### src/fccr_pkg.sv
package fccr_pkg;

  localparam int TABLE_DEPTH = 4096;
  localparam int ADDR_W      = $clog2(TABLE_DEPTH);
  localparam int CNT_W       = 13;
  localparam int ACC_W       = 34;
  localparam int CB_W        = 17;

  localparam logic [31:0] END_MARK     = 32'h0FFF_FFFF;
  localparam logic [27:0] LINK_LIMIT   = 28'h0FF_FFF0;
  localparam logic [CNT_W-1:0] FIRST_SEARCH = CNT_W'(3);

  localparam logic [1:0] OP_READ   = 2'd0;
  localparam logic [1:0] OP_WRITE  = 2'd1;
  localparam logic [1:0] OP_RESIZE = 2'd2;
  localparam logic [1:0] OP_UNUSED = 2'd3;

  localparam logic REG_SPC  = 1'b0;
  localparam logic REG_FATN = 1'b1;

  typedef enum logic [3:0] {
    ST_IDLE, ST_DISPATCH, ST_RD_ISSUE, ST_RD_WAIT, ST_WR, ST_WALK_CHK, ST_WALK_DAT,
    ST_MARK_END, ST_TRIM_DAT, ST_FREE_RD, ST_FREE_DAT, ST_APP_CHK, ST_SCAN_RD,
    ST_SCAN_DAT, ST_APP_LINK, ST_DONE
  } state_t;

  typedef enum logic [1:0] {ASEL_IDX, ASEL_CUR, ASEL_SCAN} addr_sel_t;
  typedef enum logic [1:0] {WSEL_VAL, WSEL_END, WSEL_ZERO, WSEL_SCAN} wdata_sel_t;

  typedef struct packed {
    logic       load_in;
    logic       op_init;
    logic       walk_init;
    logic       walk_adv;
    logic       cur_link;
    logic       steps_clr;
    logic       steps_inc;
    logic       scan_init;
    logic       scan_inc;
    logic       first_found;
    logic       app_link;
    logic       set_err;
    logic       rd_load;
    logic       out_load;
    logic       mem_re;
    logic       mem_we;
    addr_sel_t  addr_sel;
    wdata_sel_t wdata_sel;
  } cmd_t;

  typedef struct packed {
    logic [1:0] op;
    logic       len_zero;
    logic       start_valid;
    logic       acc_lt_len;
    logic       steps_lt_depth;
    logic       free_more;
    logic       rd_link;
    logic       rd_free;
    logic       scan_lt_lim;
    logic       count_zero;
    logic       out_busy;
  } stat_t;

  function automatic logic is_link(input logic [31:0] v);
    logic [27:0] m;
    m = v[27:0];
    return (m >= 28'd2) && (m < LINK_LIMIT) && (m < 28'(TABLE_DEPTH));
  endfunction

endpackage

### src/fccr_ctrl.sv
module fccr_ctrl (
  input  logic           clk,
  input  logic           rst_n,
  input  logic           in_fire,
  input  fccr_pkg::stat_t st,
  output logic           in_tready,
  output fccr_pkg::cmd_t cmd
);

  fccr_pkg::state_t state_r, state_nxt;

  always_ff @(posedge clk) begin
    if (!rst_n) begin
      state_r <= fccr_pkg::ST_IDLE;
    end else begin
      state_r <= state_nxt;
    end
  end

  always_comb begin
    state_nxt = state_r;
    case (state_r)
      fccr_pkg::ST_IDLE: begin
        if (in_fire) state_nxt = fccr_pkg::ST_DISPATCH;
      end
      fccr_pkg::ST_DISPATCH: begin
        case (st.op)
          fccr_pkg::OP_READ:  state_nxt = fccr_pkg::ST_RD_ISSUE;
          fccr_pkg::OP_WRITE: state_nxt = fccr_pkg::ST_WR;
          fccr_pkg::OP_RESIZE: begin
            if (st.len_zero) begin
              state_nxt = st.start_valid ? fccr_pkg::ST_FREE_RD : fccr_pkg::ST_DONE;
            end else begin
              state_nxt = st.start_valid ? fccr_pkg::ST_WALK_CHK : fccr_pkg::ST_APP_CHK;
            end
          end
          default: state_nxt = fccr_pkg::ST_DONE;
        endcase
      end
      fccr_pkg::ST_RD_ISSUE: state_nxt = fccr_pkg::ST_RD_WAIT;
      fccr_pkg::ST_RD_WAIT:  state_nxt = fccr_pkg::ST_DONE;
      fccr_pkg::ST_WR:       state_nxt = fccr_pkg::ST_DONE;
      fccr_pkg::ST_WALK_CHK: begin
        if (st.acc_lt_len && st.steps_lt_depth) state_nxt = fccr_pkg::ST_WALK_DAT;
        else if (!st.acc_lt_len)                state_nxt = fccr_pkg::ST_TRIM_DAT;
        else                                    state_nxt = fccr_pkg::ST_MARK_END;
      end
      fccr_pkg::ST_WALK_DAT: begin
        state_nxt = st.rd_link ? fccr_pkg::ST_WALK_CHK : fccr_pkg::ST_MARK_END;
      end
      fccr_pkg::ST_MARK_END: state_nxt = fccr_pkg::ST_APP_CHK;
      fccr_pkg::ST_TRIM_DAT: begin
        state_nxt = st.rd_link ? fccr_pkg::ST_FREE_RD : fccr_pkg::ST_DONE;
      end
      fccr_pkg::ST_FREE_RD: state_nxt = fccr_pkg::ST_FREE_DAT;
      fccr_pkg::ST_FREE_DAT: begin
        state_nxt = (st.rd_link && st.free_more) ? fccr_pkg::ST_FREE_RD : fccr_pkg::ST_DONE;
      end
      fccr_pkg::ST_APP_CHK: begin
        state_nxt = st.acc_lt_len ? fccr_pkg::ST_SCAN_RD : fccr_pkg::ST_DONE;
      end
      fccr_pkg::ST_SCAN_RD: begin
        state_nxt = st.scan_lt_lim ? fccr_pkg::ST_SCAN_DAT : fccr_pkg::ST_DONE;
      end
      fccr_pkg::ST_SCAN_DAT: begin
        if (!st.rd_free)        state_nxt = fccr_pkg::ST_SCAN_RD;
        else if (st.count_zero) state_nxt = fccr_pkg::ST_APP_CHK;
        else                    state_nxt = fccr_pkg::ST_APP_LINK;
      end
      fccr_pkg::ST_APP_LINK: state_nxt = fccr_pkg::ST_APP_CHK;
      fccr_pkg::ST_DONE: begin
        if (!st.out_busy) state_nxt = fccr_pkg::ST_IDLE;
      end
      default: state_nxt = fccr_pkg::ST_IDLE;
    endcase
  end

  always_comb begin
    cmd       = '0;
    in_tready = 1'b0;
    case (state_r)
      fccr_pkg::ST_IDLE: begin
        in_tready   = 1'b1;
        cmd.load_in = in_fire;
      end
      fccr_pkg::ST_DISPATCH: begin
        cmd.op_init   = 1'b1;
        cmd.walk_init = (st.op == fccr_pkg::OP_RESIZE) && !st.len_zero && st.start_valid;
      end
      fccr_pkg::ST_RD_ISSUE: begin
        cmd.mem_re   = 1'b1;
        cmd.addr_sel = fccr_pkg::ASEL_IDX;
      end
      fccr_pkg::ST_RD_WAIT: cmd.rd_load = 1'b1;
      fccr_pkg::ST_WR: begin
        cmd.mem_we    = 1'b1;
        cmd.addr_sel  = fccr_pkg::ASEL_IDX;
        cmd.wdata_sel = fccr_pkg::WSEL_VAL;
      end
      fccr_pkg::ST_WALK_CHK, fccr_pkg::ST_FREE_RD: begin
        cmd.mem_re   = 1'b1;
        cmd.addr_sel = fccr_pkg::ASEL_CUR;
      end
      fccr_pkg::ST_WALK_DAT: cmd.walk_adv = st.rd_link;
      fccr_pkg::ST_MARK_END: begin
        cmd.mem_we    = 1'b1;
        cmd.addr_sel  = fccr_pkg::ASEL_CUR;
        cmd.wdata_sel = fccr_pkg::WSEL_END;
      end
      fccr_pkg::ST_TRIM_DAT: begin
        cmd.mem_we    = 1'b1;
        cmd.addr_sel  = fccr_pkg::ASEL_CUR;
        cmd.wdata_sel = fccr_pkg::WSEL_END;
        cmd.cur_link  = st.rd_link;
        cmd.steps_clr = 1'b1;
      end
      fccr_pkg::ST_FREE_DAT: begin
        cmd.mem_we    = 1'b1;
        cmd.addr_sel  = fccr_pkg::ASEL_CUR;
        cmd.wdata_sel = fccr_pkg::WSEL_ZERO;
        cmd.steps_inc = 1'b1;
        cmd.cur_link  = st.rd_link;
      end
      fccr_pkg::ST_APP_CHK: cmd.scan_init = st.acc_lt_len;
      fccr_pkg::ST_SCAN_RD: begin
        cmd.mem_re   = st.scan_lt_lim;
        cmd.addr_sel = fccr_pkg::ASEL_SCAN;
        cmd.set_err  = !st.scan_lt_lim;
      end
      fccr_pkg::ST_SCAN_DAT: begin
        if (!st.rd_free) begin
          cmd.scan_inc = 1'b1;
        end else if (st.count_zero) begin
          cmd.mem_we      = 1'b1;
          cmd.addr_sel    = fccr_pkg::ASEL_SCAN;
          cmd.wdata_sel   = fccr_pkg::WSEL_END;
          cmd.first_found = 1'b1;
        end else begin
          cmd.mem_we    = 1'b1;
          cmd.addr_sel  = fccr_pkg::ASEL_CUR;
          cmd.wdata_sel = fccr_pkg::WSEL_SCAN;
        end
      end
      fccr_pkg::ST_APP_LINK: begin
        cmd.mem_we    = 1'b1;
        cmd.addr_sel  = fccr_pkg::ASEL_SCAN;
        cmd.wdata_sel = fccr_pkg::WSEL_END;
        cmd.app_link  = 1'b1;
      end
      fccr_pkg::ST_DONE: cmd.out_load = !st.out_busy;
      default: cmd = '0;
    endcase
  end

endmodule

### config.mk
export PLATFORM = sky130hd
export DESIGN_NAME = fccr_ctrl
export DESIGN_NICKNAME = d
export VERILOG_FILES = /design/src/fccr_pkg.sv /design/src/fccr_ctrl.sv
export SDC_FILE = /design/constraint.sdc
export NUM_CORES = 1
export LEC_CHECK = 0
export BUFFER_PORTS_ARGS = -buffer_cell sky130_fd_sc_hd__buf_2
export CORE_MARGIN = 10
export CORE_UTILIZATION = 40
export CTS_CLUSTER_SIZE = 14
export DETAILED_ROUTE_END_ITERATION = 8
export GPL_TIMING_DRIVEN = 0
export PLACE_DENSITY = 0.78
export SETUP_SLACK_MARGIN = 0.1
export SLEW_MARGIN = 25
export SYNTH_ARGS = -nofsm -noshare
export SYNTH_HDL_FRONTEND = slang
export SYNTH_SLANG_ARGS = --single-unit
### constraint.sdc
create_clock -name clk -period 1.3 [get_ports clk]
set_input_delay 0.065 -clock clk [delete_from_list [all_inputs] [get_ports clk]]
set_output_delay 0.065 -clock clk [all_outputs]
set_load 0.05 [all_outputs]
==> flow_summary.json, run 1 <==
{
  "outcome": "aborted with a tool error",
  "lastStage": "5_1_grt",
  "error_line": "[ERROR DPL-0038] Utilization greater than 100%, impossible to legalize",
  "place.gp.congestion": 0.889,
  "yosysSeqAreaShare": 0.109,
  "cts_hold_buffers": 0,
  "syn_nets": 136,
  "io_buffers": 35,
  "synth.distinct_cells": 36,
  "pin_count": 36,
  "netlist_instances": 118,
  "ctsRootBufferMaster": "clkbuf_4",
  "initial_core_util": 0.424,
  "place_ws_ns": -0.216,
  "timing.worst_endpoint.kind": "top-level output",
  "die_y_um": 62.8,
  "cts_sinks": 4,
  "cts-htree-levels": 1,
  "grt_max_degree": 10,
  "hpwl_um": 2210,
  "ys_ff_latch": 4,
  "cts_buffer_depth": 2,
  "syn_area_per_cell_um2": 6.20,
  "placedCellCount": 178,
  "rows": 15,
  "worst_endpoint": "cmd[0]",
  "yosys_warnings": 0,
  "numCtsBuffers": 3,
  "die_x_um": 62.8,
  "syn_area_um2": 732
}
==> metrics by stage <==
stage / util / hold slack, ns / cell area (µm²)
2_1_floorplan: - / 0.188 / 970
3_3_place_gp: 0.681 / 0.321 / 1180
3_5_place_dp: 0.681 / 0.325 / 1180
4_1_cts: 0.970 / 0.0791 / 1670
==> Yosys cell counts <==
master,instances,area [µm²]
o32ai_1,2,17.5
o32a_1,1,10.0
buf_6,2,22.5
nand3_1,3,15.0
inv_2,2,7.51
a221oi_1,1,8.76
a41oi_1,1,8.76
a21o_1,1,7.51
a31oi_1,2,12.5
a21oi_1,12,60.1
a311oi_1,1,8.76
nand2_1,24,90.1
buf_2,3,15.0
a22oi_2,1,12.5
and4_1,1,8.76
buf_4,4,30.0
a41oi_2,1,16.3
and2_4,1,8.76
o21ai_0,8,40.0
and2_1,2,12.5
ha_1,3,37.5
o22ai_1,1,6.26
nand2b_1,1,6.26
nand2_2,1,6.26
nor4b_1,1,8.76
clkbuf_1,1,3.75
a221o_1,1,10.0
nor2b_1,3,18.8
nor3_1,9,45.0
o21ai_1,3,15.0
o41ai_1,1,8.76
a211o_1,1,8.76
inv_1,4,15.0
o211ai_1,2,15.0
nor2_1,9,33.8
dfxtp_1,4,80.1
==> kinds of logic after synthesis <==
family,share of synthesized area
simple gates,0.347
compound gates,0.364
buf+inv,0.128
fa+ha+maj,0.0513
flops,0.109
==> timing repair <==
action                     CTS
gates resized for setup     89
setup endpoints to repair   25
pin swaps                   12
setup buffers               21
==> run 2, diff against run 1 <==
CORE_AREA = 10 10 71 73   (was default)
CORE_MARGIN = default   (was 10)
CORE_UTILIZATION = default   (was 40)
CTS_CLUSTER_SIZE = default   (was 14)
DIE_AREA = 0 0 81 83   (was default)
PLACE_DENSITY = default   (was 0.78)
PLACE_DENSITY_LB_ADDON = 0.15   (was default)
SETUP_SLACK_MARGIN = default   (was 0.1)
==> run 2 against run 1 <==
The flow now finishes, with violations (setup timing). Synthesized cell count unchanged. Synthesized area unchanged.
==> flow_summary.json, run 2 <==
{
  "hpwl_um": 2490,
  "antenna_found_initial": 0,
  "hold_viol_final": 0,
  "grt_max_degree": 11,
  "place.gp.congestion": 0.778,
  "skew_ns": 0.00318,
  "yosysTopAreaCell": "nand2_1",
  "worst_pin_slew_ns": 0.278,
  "pwr-share-comb": 0.901,
  "ys_ff_latch": 4,
  "grt_pass1_wl_um": 6040,
  "yosys-top-cells-area": "nand2_1, dfxtp_1, a21oi_1",
  "pwr-share-clk": 0.049,
  "insertion_delay_ns": 0.22,
  "hold_ws_ns": 0.0782,
  "synth_top_area_share": 0.123,
  "p_seq_frac": 0.050,
  "yosys-top-cells-count": "nand2_1, a21oi_1, nor2_1, nor3_1, o21ai_0",
  "min_period_over_period": 1.17,
  "final-setup-viol-count": 20,
  "overflow": 0,
  "die_y_um": 83,
  "dr.first_iter.drc_count": 86,
  "largest_reg_flops": 4,
  "synthFlopType": "dfxtp_1",
  "critical_path_required_ns": 1.24,
  "worstReg2RegStart": "state_r[1]",
  "io_buffers": 35,
  "intPower_uw": 2520,
  "cp_max_fo": 7,
  "cts.clk_slew.worst_paths_ns": 0.03,
  "antenna-diode-count": 0,
  "rsz0062_at_grt": "true",
  "netlist_instances": 118,
  "timing.max_cap.violations": 0,
  "synthArstFlopShare": 0,
  "critPathLaunchType": "flip-flop",
  "syn_area_per_cell_um2": 6.20,
  "slew_headroom": 0.814,
  "drt_pass1_iterations": 4,
  "layout_commonest_cell": "buf_6",
  "post-route-drc-count": 0,
  "grt_pass1_vias": 1216,
  "path_class": "reg2out",
  "synth.distinct_cells": 36,
  "drtAntennaViolNets": 0,
  "numCtsBuffers": 3,
  "syn_nets": 136,
  "grtUsageTotal": 0.109,
  "arrival_ns": 1.46,
  "cts-htree-levels": 1,
  "swShare": 0.521,
  "violations": "setup timing",
  "routedWlPerCell_um": 16.8,
  "pin_count": 36,
  "critPathCaptureType": "output port",
  "die-area_mm2": 0.00672,
  "totalWireLength_um": 3870,
  "ctsRootBufferMaster": "clkbuf_8",
  "vias_per_cell": 5.06,
  "top_register": "state_r",
  "yosys_warnings": 0,
  "p_per_area_mw_per_mm2": 2680,
  "fin_crit_ns": 1.53,
  "coreArea_mm2": 0.00363,
  "cts_sinks": 4,
  "p_switching_uw": 2750,
  "drv_slew": 0,
  "cp-startpoint": "state_r[3]",
  "top_regs": "state_r x4",
  "cts_buffer_depth": 2,
  "tns_ns": -2.00,
  "synthMostInstantiatedCell": "nand2_1",
  "min_from": "rst_n",
  "syn_area_um2": 732,
  "worst_slack_ns": -0.226,
  "synth-edff-count": 0,
  "hold_class": "in2reg",
  "via_count": 1163,
  "cts_tree": "built",
  "synthToLayoutAreaGrowth_pct": 168,
  "fin_nets": 202,
  "initial_core_util": 0.201,
  "leakage_uw": 0.000787,
  "most-common-layout-cells": "buf_6, buf_4, buf_2",
  "drive_gt1_frac": 0.725,
  "die_x_um": 81,
  "max_freq_mhz": 655,
  "outcome": "finished, violations left",
  "yosysSeqAreaShare": 0.109,
  "rows": 22,
  "ir_drop_v": 0.00133
}
==> run 2: layer usage <==
layer | vias up | track usage | share of wire
li1 | 560 | - | -
met1 | 556 | 0.120 | 0.38
met2 | 43 | 0.200 | 0.53
met3 | 4 | 0.0237 | 0.080
met4 | 0 | 0.0297 | 0.0077
met5 | - | 0 | 0
==> run 2: cell type report <==
type,count,area [µm²]
Multi-Input combinational cell,98,963
Clock buffer,3,41.3
Buffer,9,166
Timing Repair Buffer,62,589
Inverter,6,55.1
Fill cell,326,1670
Sequential cell,4,87.6
Tap cell,48,60.1
==> run 2: path summary, 6_finish.rpt <==
path,to,slack (ns),cells past startpoint
setup / recovery,cmd[5],-0.23,6
hold / removal,state_r[0],0.08,3
setup reg to reg,state_r[1],-0.09,6
hold reg to reg,state_r[1],0.84,3
==> run 2: per-stage QoR <==
| stage | util | setup slack, ns | area, µm² | cells | total power [µW] |
|---|---|---|---|---|---|
| floorplan | - | -0.252 | 950 | 118 | 2470 |
| global placement | 0.326 | -0.251 | 1180 | 201 | 3020 |
| detailed placement | 0.326 | -0.261 | 1180 | 201 | 2990 |
| CTS | 0.484 | -0.170 | 1760 | 224 | 4700 |
| global route | 0.540 | -0.261 | 1960 | 230 | 5530 |
| finish | 0.540 | -0.226 | 1960 | 230 | 5270 |
==> run 2: logic make-up (layout without fill, tap and decap cells) <==
kind of cell | count (synthesis) | in the layout | share of synthesized area
AND/OR/NAND/NOR | 55 | 55 | 0.347
AO/OA/AOI/OAI | 40 | 40 | 0.364
buffers and inverters | 16 | 80 | 0.128
flip-flops | 4 | 4 | 0.109
adder cells (fa/ha/maj) | 3 | 3 | 0.0513
==> run 2: power by group through the flow <==
stage / Sequential [µW] / Combinational (µW) / Clock (µW)
6_report: 263 / 4750 / 259
5_1_grt: 268 / 4980 / 281
4_1_cts: 259 / 4170 / 273
3_5_place_dp: 228 / 2770 / 0
3_3_place_gp: 233 / 2780 / 0
2_1_floorplan: 216 / 2250 / 0
==> run 2: worst max-delay path, cell delays in order (launching register included) <==
cell     delay, ns
dfxtp_4       0.36
buf_8         0.15
buf_8         0.14
o21ai_2       0.13
a21oi_1       0.09
o32ai_2       0.17
buf_6         0.21
==> run 2: what timing repair did <==
| item | 4_1_cts | 5_1_grt |
|---|---|---|
| setup buffers | 18 | 6 |
| hold buffers | 0 | 0 |
| cloned | 3 | 0 |
| endpoints found under the setup margin | 24 | 25 |
| pin swaps | 27 | 16 |
| resized for setup | 103 | 35 |
(Power assumes the default switching activity.)
